### src/rtl/core/sbrc_pkg.sv
// Shared types, widths and helpers for the soft bar row color unit.
// No dependencies; imported by every module under rtl/core.
package sbrc_pkg;

  localparam int MAX_ROWS  = 1024;
  localparam int COLOR_W   = 32;
  localparam int H_W       = 11;
  localparam int ROW_W     = 10;
  localparam int IN_TDATA_W  = 56;
  localparam int OUT_TDATA_W = 32;
  localparam int OUT_TUSER_W = 3;

  // middle-row divisor is height-3, at most MAX_ROWS-3
  localparam int N_W      = 10;
  // shade spread between +12 and -12 is at most 24, so the quotient fits 5 bits
  localparam int MAG_W    = 5;
  localparam int DIV_BITS = 5;
  localparam int PROD_W   = MAG_W + ROW_W;

  localparam logic signed [6:0] SHADE_HI  = 7'sd28;
  localparam logic signed [6:0] SHADE_MID = 7'sd12;

  typedef enum logic [1:0] {
    KIND_FLAT   = 2'd0,
    KIND_TOP    = 2'd1,
    KIND_MID    = 2'd2,
    KIND_BOTTOM = 2'd3
  } row_kind_t;

  typedef struct packed {
    logic      drawn;
    row_kind_t kind;
    logic [7:0] alpha;
  } sbrc_side_t;

  function automatic logic [7:0] sat_shift(logic [7:0] x, logic signed [6:0] d);
    logic signed [9:0] s;
    s = $signed({2'b00, x}) + $signed({{3{d[6]}}, d});
    if (s < 10'sd0) begin
      return 8'h00;
    end else if (s > 10'sd255) begin
      return 8'hFF;
    end else begin
      return s[7:0];
    end
  endfunction

endpackage

### src/rtl/core/soft_bar_row_color_unit.sv
// Top level of the soft bar row color unit: input stage, row decode, three lanes, merge.
// Depends on sbrc_pkg, sbrc_lane and sbrc_merge.
//
//  channel | dir | signals                  | beat contents
//  s_      | in  | tvalid tready tdata      | base_color, bar_height, row_index
//  m_      | out | tvalid tready tdata tuser| row_color; row_kind, drawn
//
// One beat accepted per clock, sustained while m_tready is high. m_tvalid rises once
// the input beat has passed the input register, shade setup, 5 divider stages and
// the output register.
// Each stage holds only while its successor is full, so bubbles close up.
// rst clears all stage valid flags and holds s_tready low; data registers are not reset.
module soft_bar_row_color_unit (
  input  logic                              clk,
  input  logic                              rst,
  input  logic                              s_tvalid,
  output logic                              s_tready,
  // [31:0] base_color, [42:32] bar_height, [52:43] row_index, [55:53] zero
  input  logic [sbrc_pkg::IN_TDATA_W-1:0]   s_tdata,
  output logic                              m_tvalid,
  input  logic                              m_tready,
  // [31:0] row_color
  output logic [sbrc_pkg::OUT_TDATA_W-1:0]  m_tdata,
  // [1:0] row_kind, [2] drawn
  output logic [sbrc_pkg::OUT_TUSER_W-1:0]  m_tuser
);
  import sbrc_pkg::*;

  localparam int LAST = DIV_BITS + 1;
  localparam int NSTG = DIV_BITS + 3;

  logic [NSTG-1:0] v;
  logic [NSTG-1:0] rdy;
  logic [NSTG-1:0] ld;

  logic [COLOR_W-1:0] base_q;
  logic [H_W-1:0]     h_q;
  logic [ROW_W-1:0]   row_q;
  logic [H_W-1:0]     h_in;

  sbrc_side_t side_c;
  sbrc_side_t side [1:LAST];
  logic       use_div_c;
  logic [N_W-1:0]   n_c;
  logic [ROW_W-1:0] j_c;

  logic [7:0] lane_out [0:2];
  row_kind_t  kind_out;
  logic       drawn_out;
  logic [COLOR_W-1:0] color_out;

  always_comb begin
    rdy[NSTG-1] = !v[NSTG-1] || m_tready;
    for (int k = NSTG - 2; k >= 0; k--) begin
      rdy[k] = !v[k] || rdy[k+1];
    end
    ld[0] = rdy[0] && s_tvalid;
    for (int k = 1; k < NSTG; k++) begin
      ld[k] = rdy[k] && v[k-1];
    end
  end

  always_ff @(posedge clk) begin
    if (rst) begin
      v <= '0;
    end else begin
      if (rdy[0]) begin
        v[0] <= s_tvalid;
      end
      for (int k = 1; k < NSTG; k++) begin
        if (rdy[k]) begin
          v[k] <= v[k-1];
        end
      end
    end
  end

  assign s_tready = rdy[0] && !rst;
  assign m_tvalid = v[NSTG-1];

  assign h_in = (s_tdata[42:32] > H_W'(MAX_ROWS)) ? H_W'(MAX_ROWS) : s_tdata[42:32];

  always_ff @(posedge clk) begin
    if (ld[0]) begin
      base_q <= s_tdata[31:0];
      h_q    <= h_in;
      row_q  <= s_tdata[52:43];
    end
  end

  always_comb begin
    side_c.alpha = base_q[31:24];
    side_c.drawn = ({1'b0, row_q} < h_q);
    use_div_c    = 1'b0;
    if (h_q < H_W'(3)) begin
      side_c.kind = KIND_FLAT;
    end else if (row_q == '0) begin
      side_c.kind = KIND_TOP;
    end else if ({1'b0, row_q} == h_q - H_W'(1)) begin
      side_c.kind = KIND_BOTTOM;
    end else begin
      side_c.kind = KIND_MID;
      use_div_c   = (h_q != H_W'(3));
    end
    n_c = N_W'(h_q - H_W'(3));
    j_c = row_q - ROW_W'(1);
  end

  always_ff @(posedge clk) begin
    if (ld[1]) begin
      side[1] <= side_c;
    end
    for (int k = 2; k <= LAST; k++) begin
      if (ld[k]) begin
        side[k] <= side[k-1];
      end
    end
  end

  for (genvar g = 0; g < 3; g++) begin : g_lane
    sbrc_lane u_lane (
      .clk      (clk),
      .en       (ld[LAST:1]),
      .chan     (base_q[8*g +: 8]),
      .j        (j_c),
      .n        (n_c),
      .kind     (side_c.kind),
      .use_div  (use_div_c),
      .chan_out (lane_out[g])
    );
  end

  sbrc_merge u_merge (
    .clk       (clk),
    .load      (ld[NSTG-1]),
    .ch_r      (lane_out[2]),
    .ch_g      (lane_out[1]),
    .ch_b      (lane_out[0]),
    .side      (side[LAST]),
    .row_color (color_out),
    .row_kind  (kind_out),
    .drawn     (drawn_out)
  );

  assign m_tdata = color_out;
  assign m_tuser = {drawn_out, kind_out};

endmodule

### src/rtl/core/sbrc_lane.sv
// One color channel lane: shade setup, then a restoring divider, one quotient bit per stage.
// Depends on sbrc_pkg; stage enables come from the top-level pipeline control.
module sbrc_lane (
  input  logic                          clk,
  input  logic [sbrc_pkg::DIV_BITS:0]   en,
  input  logic [7:0]                    chan,
  input  logic [sbrc_pkg::ROW_W-1:0]    j,
  input  logic [sbrc_pkg::N_W-1:0]      n,
  input  sbrc_pkg::row_kind_t           kind,
  input  logic                          use_div,
  output logic [7:0]                    chan_out
);
  import sbrc_pkg::*;

  logic [PROD_W-1:0]   rem     [0:DIV_BITS];
  logic [DIV_BITS-1:0] quo     [0:DIV_BITS];
  logic [7:0]          top_val [0:DIV_BITS];
  logic [7:0]          fixed   [0:DIV_BITS];
  logic [N_W-1:0]      dvs     [0:DIV_BITS];
  logic                sel_div [0:DIV_BITS];

  logic [7:0]        a_c;
  logic [7:0]        b_c;
  logic [MAG_W-1:0]  mag_c;
  logic [PROD_W-1:0] prod_c;
  logic [7:0]        fixed_c;

  always_comb begin
    a_c    = sat_shift(chan, SHADE_MID);
    b_c    = sat_shift(chan, -SHADE_MID);
    mag_c  = MAG_W'(a_c - b_c);
    prod_c = PROD_W'(mag_c) * PROD_W'(j);
    case (kind)
      KIND_TOP:    fixed_c = sat_shift(chan, SHADE_HI);
      KIND_BOTTOM: fixed_c = sat_shift(chan, -SHADE_HI);
      KIND_MID:    fixed_c = a_c;
      default:     fixed_c = chan;
    endcase
  end

  always_ff @(posedge clk) begin
    if (en[0]) begin
      rem[0]     <= prod_c;
      quo[0]     <= '0;
      top_val[0] <= a_c;
      fixed[0]   <= fixed_c;
      dvs[0]     <= n;
      sel_div[0] <= use_div;
    end
    for (int i = 1; i <= DIV_BITS; i++) begin
      if (en[i]) begin
        if (rem[i-1] >= (PROD_W'(dvs[i-1]) << (DIV_BITS - i))) begin
          rem[i] <= rem[i-1] - (PROD_W'(dvs[i-1]) << (DIV_BITS - i));
          quo[i] <= quo[i-1] | (DIV_BITS'(1) << (DIV_BITS - i));
        end else begin
          rem[i] <= rem[i-1];
          quo[i] <= quo[i-1];
        end
        top_val[i] <= top_val[i-1];
        fixed[i]   <= fixed[i-1];
        dvs[i]     <= dvs[i-1];
        sel_div[i] <= sel_div[i-1];
      end
    end
  end

  // spread is never negative, so truncation toward zero is a plain subtract
  assign chan_out = sel_div[DIV_BITS] ? top_val[DIV_BITS] - 8'(quo[DIV_BITS])
                                      : fixed[DIV_BITS];

endmodule

### src/rtl/core/sbrc_merge.sv
// Output register: drawn flag plus, for drawn rows, three lanes, alpha and kind.
// Depends on sbrc_pkg; loaded by the top-level pipeline control.
module sbrc_merge (
  input  logic                          clk,
  input  logic                          load,
  input  logic [7:0]                    ch_r,
  input  logic [7:0]                    ch_g,
  input  logic [7:0]                    ch_b,
  input  sbrc_pkg::sbrc_side_t          side,
  output logic [sbrc_pkg::COLOR_W-1:0]  row_color,
  output sbrc_pkg::row_kind_t           row_kind,
  output logic                          drawn
);
  import sbrc_pkg::*;

  always_ff @(posedge clk) begin
    if (load) begin
      if (side.drawn) begin
        row_color <= {side.alpha, ch_r, ch_g, ch_b};
        row_kind  <= side.kind;
      end else begin
        row_color <= '0;
        row_kind  <= KIND_FLAT;
      end
      drawn <= side.drawn;
    end
  end

endmodule
### config.mk
export PLATFORM = sky130hd
export DESIGN_NAME = soft_bar_row_color_unit
export DESIGN_NICKNAME = d
export VERILOG_FILES = /design/src/rtl/core/sbrc_pkg.sv /design/src/rtl/core/soft_bar_row_color_unit.sv /design/src/rtl/core/sbrc_lane.sv /design/src/rtl/core/sbrc_merge.sv
export SDC_FILE = /design/constraint.sdc
export NUM_CORES = 1
export LEC_CHECK = 0
export BUFFER_PORTS_ARGS = -buffer_cell sky130_fd_sc_hd__buf_2
export CORE_MARGIN = 2
export CORE_UTILIZATION = 50
export CTS_BUF_LIST = sky130_fd_sc_hd__clkbuf_2 sky130_fd_sc_hd__clkbuf_4 sky130_fd_sc_hd__clkbuf_8
export CTS_CLUSTER_SIZE = 16
export DETAILED_ROUTE_END_ITERATION = 12
export PLACE_DENSITY = 0.66
export SYNTH_ARGS = -nofsm -noshare
export SYNTH_HDL_FRONTEND = slang
export SYNTH_SLANG_ARGS = --single-unit
### constraint.sdc
create_clock -name clk -period 8.6 [get_ports clk]
set_clock_uncertainty 0.1 [all_clocks]
set_input_delay 1.72 -clock clk [delete_from_list [all_inputs] [get_ports clk]]
set_output_delay 1.72 -clock clk [all_outputs]
set_load 0.05 [all_outputs]
# After elaboration in Yosys (flattened, before gate mapping)
# Memories as Yosys holds them, arrays and structs flattened.
# Cells that the tools add are included.
dict set report totals {
  reg_bits 96
  latch_bits 0
  ram_bits 912
  rom_bits 0
  inputBits 60
  out_inout_bits 37
  word_cells 344
  memories 19
}
dict set report op_classes {
  addsub 36
  mul 3
  n_div 0
  magnitude_cmp 42
  eq_ne 5
  n_shift 0
  n_mux 168
  bitwise_logic 30
  reduce_logical 27
}
# name words word_bits read_ports rd_clocked_by_memory_dff wr line
set memory_table {}
lappend memory_table {{g_lane[0].u_lane.rem} 6 15 5 0 6 sbrc_lane.sv:15} ;# logic [PROD_W-1:0] rem [0:DIV_BITS];
lappend memory_table {{g_lane[1].u_lane.rem} 6 15 5 0 6 sbrc_lane.sv:15}
lappend memory_table {{g_lane[2].u_lane.rem} 6 15 5 0 6 sbrc_lane.sv:15}
lappend memory_table {side 6 11 6 0 6 soft_bar_row_color_unit.sv:42} ;# sbrc_side_t side [1:LAST];
lappend memory_table {{g_lane[0].u_lane.dvs} 6 10 5 0 6 sbrc_lane.sv:19} ;# logic [N_W-1:0] dvs [0:DIV_BITS];
lappend memory_table {{g_lane[1].u_lane.dvs} 6 10 5 0 6 sbrc_lane.sv:19}
lappend memory_table {{+13 memories} - - - - - -}
# cell n
set op_table {}
lappend op_table {{$mux 15} 15}
lappend op_table {{$mux 8} 21}
lappend op_table {{$gt 10x9->1 const B} 12}
lappend op_table {{$lt 10x1->1 const B} 12}
lappend op_table {{$mux 1} 106}
lappend op_table {{$mux 5} 21}
lappend op_table {{$pmux 8 s3} 3}
lappend op_table {{$ge 15x10->1} 3}
lappend op_table {{$ge 15x11->1} 3}
lappend op_table {{$ge 15x12->1} 3}
lappend op_table {{$ge 15x13->1} 3}
lappend op_table {{$ge 15x14->1} 3}
lappend op_table {{$mul 5x10->15} 3}
lappend op_table {{$sub 15x10->15} 3}
lappend op_table {{$sub 15x11->15} 3}
lappend op_table {{$sub 15x12->15} 3}
lappend op_table {{$sub 15x13->15} 3}
lappend op_table {{$sub 15x14->15} 3}
lappend op_table {{$add 9x5->10 const B} 3}
lappend op_table {{$add 9x6->10 const B} 3}
lappend op_table {{$or 1x1->1} 30}
lappend op_table {{$add 8x4->9 const B} 3}
lappend op_table {{$add 8x5->9 const B} 3}
lappend op_table {{$sub 8x5->8} 3}
lappend op_table {{other kinds (16)} 43}

# Logic depth before layout (Yosys ltp)
dict set report depth {
  word_depth 11
  mapped_depth 25
  ltp_nobuf 24
}

# Modules after synthesis
# Synthesis repeated with hierarchy kept, for this count alone.
dict set report unflattened {
  hier_cells 3504
  area_unflattened_um2 44933.1
}
# module n_inst cells_per_inst area_per_inst_um2 seq_area_each_um2
set modules_own_cells {}
lappend modules_own_cells {{sbrc_lane (g_lane[1].u_lane ...)} 2 1053 13001.2 7267.0}
lappend modules_own_cells {{sbrc_lane (g_lane[0].u_lane)} 1 1014 12700.9 7267.0}
lappend modules_own_cells {soft_bar_row_color_unit 1 312 4908.5 3733.6}
lappend modules_own_cells {sbrc_merge 1 72 1321.3 1051.0}

# Worst setup path after synthesis
# OpenSTA, ideal clock, no wires.
dict set report synth_path {
  path_kind {input to register}
  start {input m_tready}
  end {memory g_lane[0].u_lane.dvs[0][0] (enable)}
  setup_time_ns 0.604
  arrival_ns 7.350
  required_ns 7.896
  setup_slack_ns 0.546
  path_stages 5
  n_path_buf 1
  cell_sequence {and4b_1 clkbuf_1 nand4_1 nor2_1 nor2b_1}
}
# element line
set synth_rtl {}
lappend synth_rtl {{start, declared} soft_bar_row_color_unit.sv:21} ;# input logic m_tready,
lappend synth_rtl {{end, declared} sbrc_lane.sv:19}

==> impl_metrics.py <==
metrics = {
    "route": {
        "firstDrtPassIters": 5,
        "viasPerCell": 5.42,
        "drt.antenna.violating_nets": 0,
        "drc": 0,
        "wl_per_cell_um": 18.6,
        "drt_iter0_markers": 1506,
        "vias": 24625,
        "finalWirelength_um": 84300,
    },
    "critical_path": {
        "r2r_cells": 23,
        "r2r_start": "base_q[18]",
        "startpoint_type": "flop",
        "crit_fanout": 12,
        "endpoint_kind": "flop",
        "reg2reg_to": "g_lane[2].u_lane.rem[0][14]",
        "crit_end": "g_lane[2].u_lane.rem[0][14]",
        "arrival_ns": 7.57,
        "reg2reg_setup_slack_ns": 1.41,
        "crit_required_ns": 8.98,
        "worstSetupPathType": "reg -> reg",
        "startpoint": "base_q[18]",
    },
    "global_route": {
        "grt_overflow_total": 0,
        "grt_usage_pct": 20.5,
        "grt_max_degree": 81,
        "grt_pass1_vias": 24742,
        "antenna_found_initial": 3,
        "grt_pass1_wl_um": 133000,
    },
    "logic_synthesis": {
        "synthTopCellsByArea": "edfxtp_1 (57%), ha_1 (8.3%), fa_1 (4.4%)",
        "syn_inst": 3232,
        "avgSynthCellArea_um2": 12.6,
        "ys_seq_area_share_pct": 57.2,
        "async_flop_share_pct": 0,
        "ys_ff_latch": 776,
        "synthFlopType": "edfxtp_1",
        "syn-num-nets": 3650,
        "syn_area_mm2": 0.0406,
        "yosysWarnings": 0,
        "synth_edf_count": 768,
        "netlist-cell-type-count": 84,
        "synth_top_area_cell": "edfxtp_1",
        "synth_top_area_share_pct": 56.8,
    },
    "placement": {
        "numPortBuffers": 93,
        "place_hpwl_um": 63000,
        "place_worst_setup_slack_ns": 1.41,
        "routabilityCongestion": 0.991,
    },
    "cells_and_area": {
        "final_cell_mix": "edfxtp_1 (768), nor2_1 (311), ha_1 (268)",
        "post-route-util_pct": 55.7,
        "nNetsFinal": 3803,
        "fillerInstances": 6546,
        "drive_above_1_share_pct": 13.6,
        "final_common_cell": "edfxtp_1",
        "area_delta_synth_final_pct": 10.2,
    },
    "timing": {
        "timing.hold.ws_ns": 0.278,
        "tns_ns": 0,
        "tightest_slew_ns": 1.16,
        "hold_viol": 0,
        "slew_violations": 0,
        "rsz0062_at_grt": "no",
        "fmax_ghz": 0.139,
        "finalCritPeriodShare_pct": 83.6,
        "worst_slack_ns": 1.41,
        "slew_headroom_pct": 21.9,
        "finalSetupViolCount": 0,
        "min_period_ns": 7.19,
    },
    "clock_network": {
        "clkTransAtPathRegs_ns": 0.06,
        "ctsResizeCount": 0,
        "postCtsSetupRepairBufs": 0,
        "clock_path_buffers": 3,
        "cts_hold_buf": 0,
        "clock_latency_ns": 0.77,
        "cts_htree_levels": 3,
        "cts_buffers": 119,
        "cts_root_buf": "clkbuf_8",
        "cts_tree": "yes",
        "cts_sinks": 776,
    },
    "run": {
        "maxCapViolCount": 0,
    },
    "outcome": {
        "outcome": "finished, final reports clean",
    },
    "worst_hold_path": {
        "hold_class": "reg -> reg",
        "worstHoldStart": "g_lane[2].u_lane.top_val[1][1]",
    },
    "power": {
        "power.density_mw_per_mm2": 266,
        "power_mw": 11.9,
        "ir_drop_mv": 0.177,
        "leakage_nw": 17.1,
    },
    "floorplanning": {
        "ios": 97,
        "design.die.area_mm2": 0.0835,
        "rows": 104,
        "initial_core_util_pct": 50.5,
        "die_w_um": 289,
        "core_mm2": 0.0804,
        "die_y_um": 289,
    },
}
-- state kept, by name, indices dropped and copies added, names as in the netlist --
name and flops:
g_lane.u_lane.rem 225, base_q 32, h_q 11, row_q 10, v 8, g_lane.u_lane.sel_div 6
side 66, g_lane.u_lane.fixed 144, u_merge.row_color 32, g_lane.u_lane.top_val 144, g_lane.u_lane.dvs 50, u_merge.drawn 1
g_lane.u_lane.quo 45, u_merge.row_kind 2
-- where the power goes --
| part | total (mW) | internal [mW] | switching (mW) |
|---|---|---|---|
| Combinational | 4.13 | 1.85 | 2.28 |
| Sequential | 4.71 | 4.57 | 0.136 |
| Clock | 3.07 | 1.65 | 1.42 |
| Total | 11.9 | 8.07 | 3.83 |
-- kinds of logic after synthesis --
family	share of synthesized area, %
mux	2.94
flops	57.2
simple gates	11.3
buf+inv	3.23
xor+xnor	3.83
fa+ha+maj	12.7
compound gates	8.78
-- critical path, stage by stage, from the launching register on --
cell      delay [ns]
edfxtp_1        0.59
inv_1           0.16
ha_1            0.34
nor2b_1         0.31
and2_1          0.21
nor2_1          0.07
ha_1            0.23
fa_1            0.40
o21bai_1        0.15
a21oi_1         0.09
xor2_1          0.86
or2_2           0.27
fa_1            0.42
fa_1            0.52
fa_1            0.54
inv_1           0.04
ha_1            0.32
a21o_1          0.19
a21oi_1         0.23
nor2b_1         0.09
or4_1           0.43
nand3_1         0.12
a31oi_1         0.10
xor2_1          0.15
-- synth_stat cells, drive strengths merged, types with 37 or more instances --
master  number
a21oi      154
or2         64
nor3        86
nor2       311
o21ai      124
edfxtp     768
ha         268
nand2b      37
clkbuf      71
inv        251
mux2i       46
fa          90
nor2b       73
nand3       48
mux2        65
nand2      125
xnor2      103
xor2        72
-- routing by layer --
| metal | wire length (um) | up-vias | track usage (%) |
|---|---|---|---|
| met5 | 0 | - | 0 |
| met1 | 38400 | 11695 | 28.4 |
| li1 | - | 12131 | - |
| met3 | 3440 | 183 | 2.62 |
| met2 | 38400 | 616 | 32.0 |
| met4 | 4090 | 0 | 10.4 |
-- stage by stage --
stage | instances | cell area, um^2
floorplan | 3232 | 40600
global placement | 4324 | 42300
detailed placement | 4324 | 42300
CTS | 4541 | 44800
global route | 4542 | 44800
finish | 4542 | 44800
-- how the worst min path moves through the flow --
stage                                     end  slack, ns  cells after the start
5_1_grt          g_lane[0].u_lane.fixed[5][3]       0.27                      0
4_1_cts          g_lane[0].u_lane.fixed[5][3]       0.27                      0
3_3_place_gp                      side[0][69]       0.30                      0
2_1_floorplan    g_lane[0].u_lane.fixed[1][0]       0.30                      0
6_report       g_lane[2].u_lane.top_val[2][1]       0.28                      0
3_5_place_dp     g_lane[0].u_lane.fixed[2][1]       0.30                      0
-- cell type report --
cell class / instances / area [um^2] / share of cell area, %
timing repair buffer: 121 / 676 / 1.51
tap: 1060 / 1330 / 2.96
sequential: 776 / 23200 / 51.9
multi-input combinational: 2116 / 16100 / 36.0
clock buffer: 159 / 1940 / 4.33
inverter: 251 / 950 / 2.12
clock inverter: 58 / 534 / 1.19
antenna: 1 / 2.50 / 0.00559
Note: power is estimated with default switching activity, not from simulation.
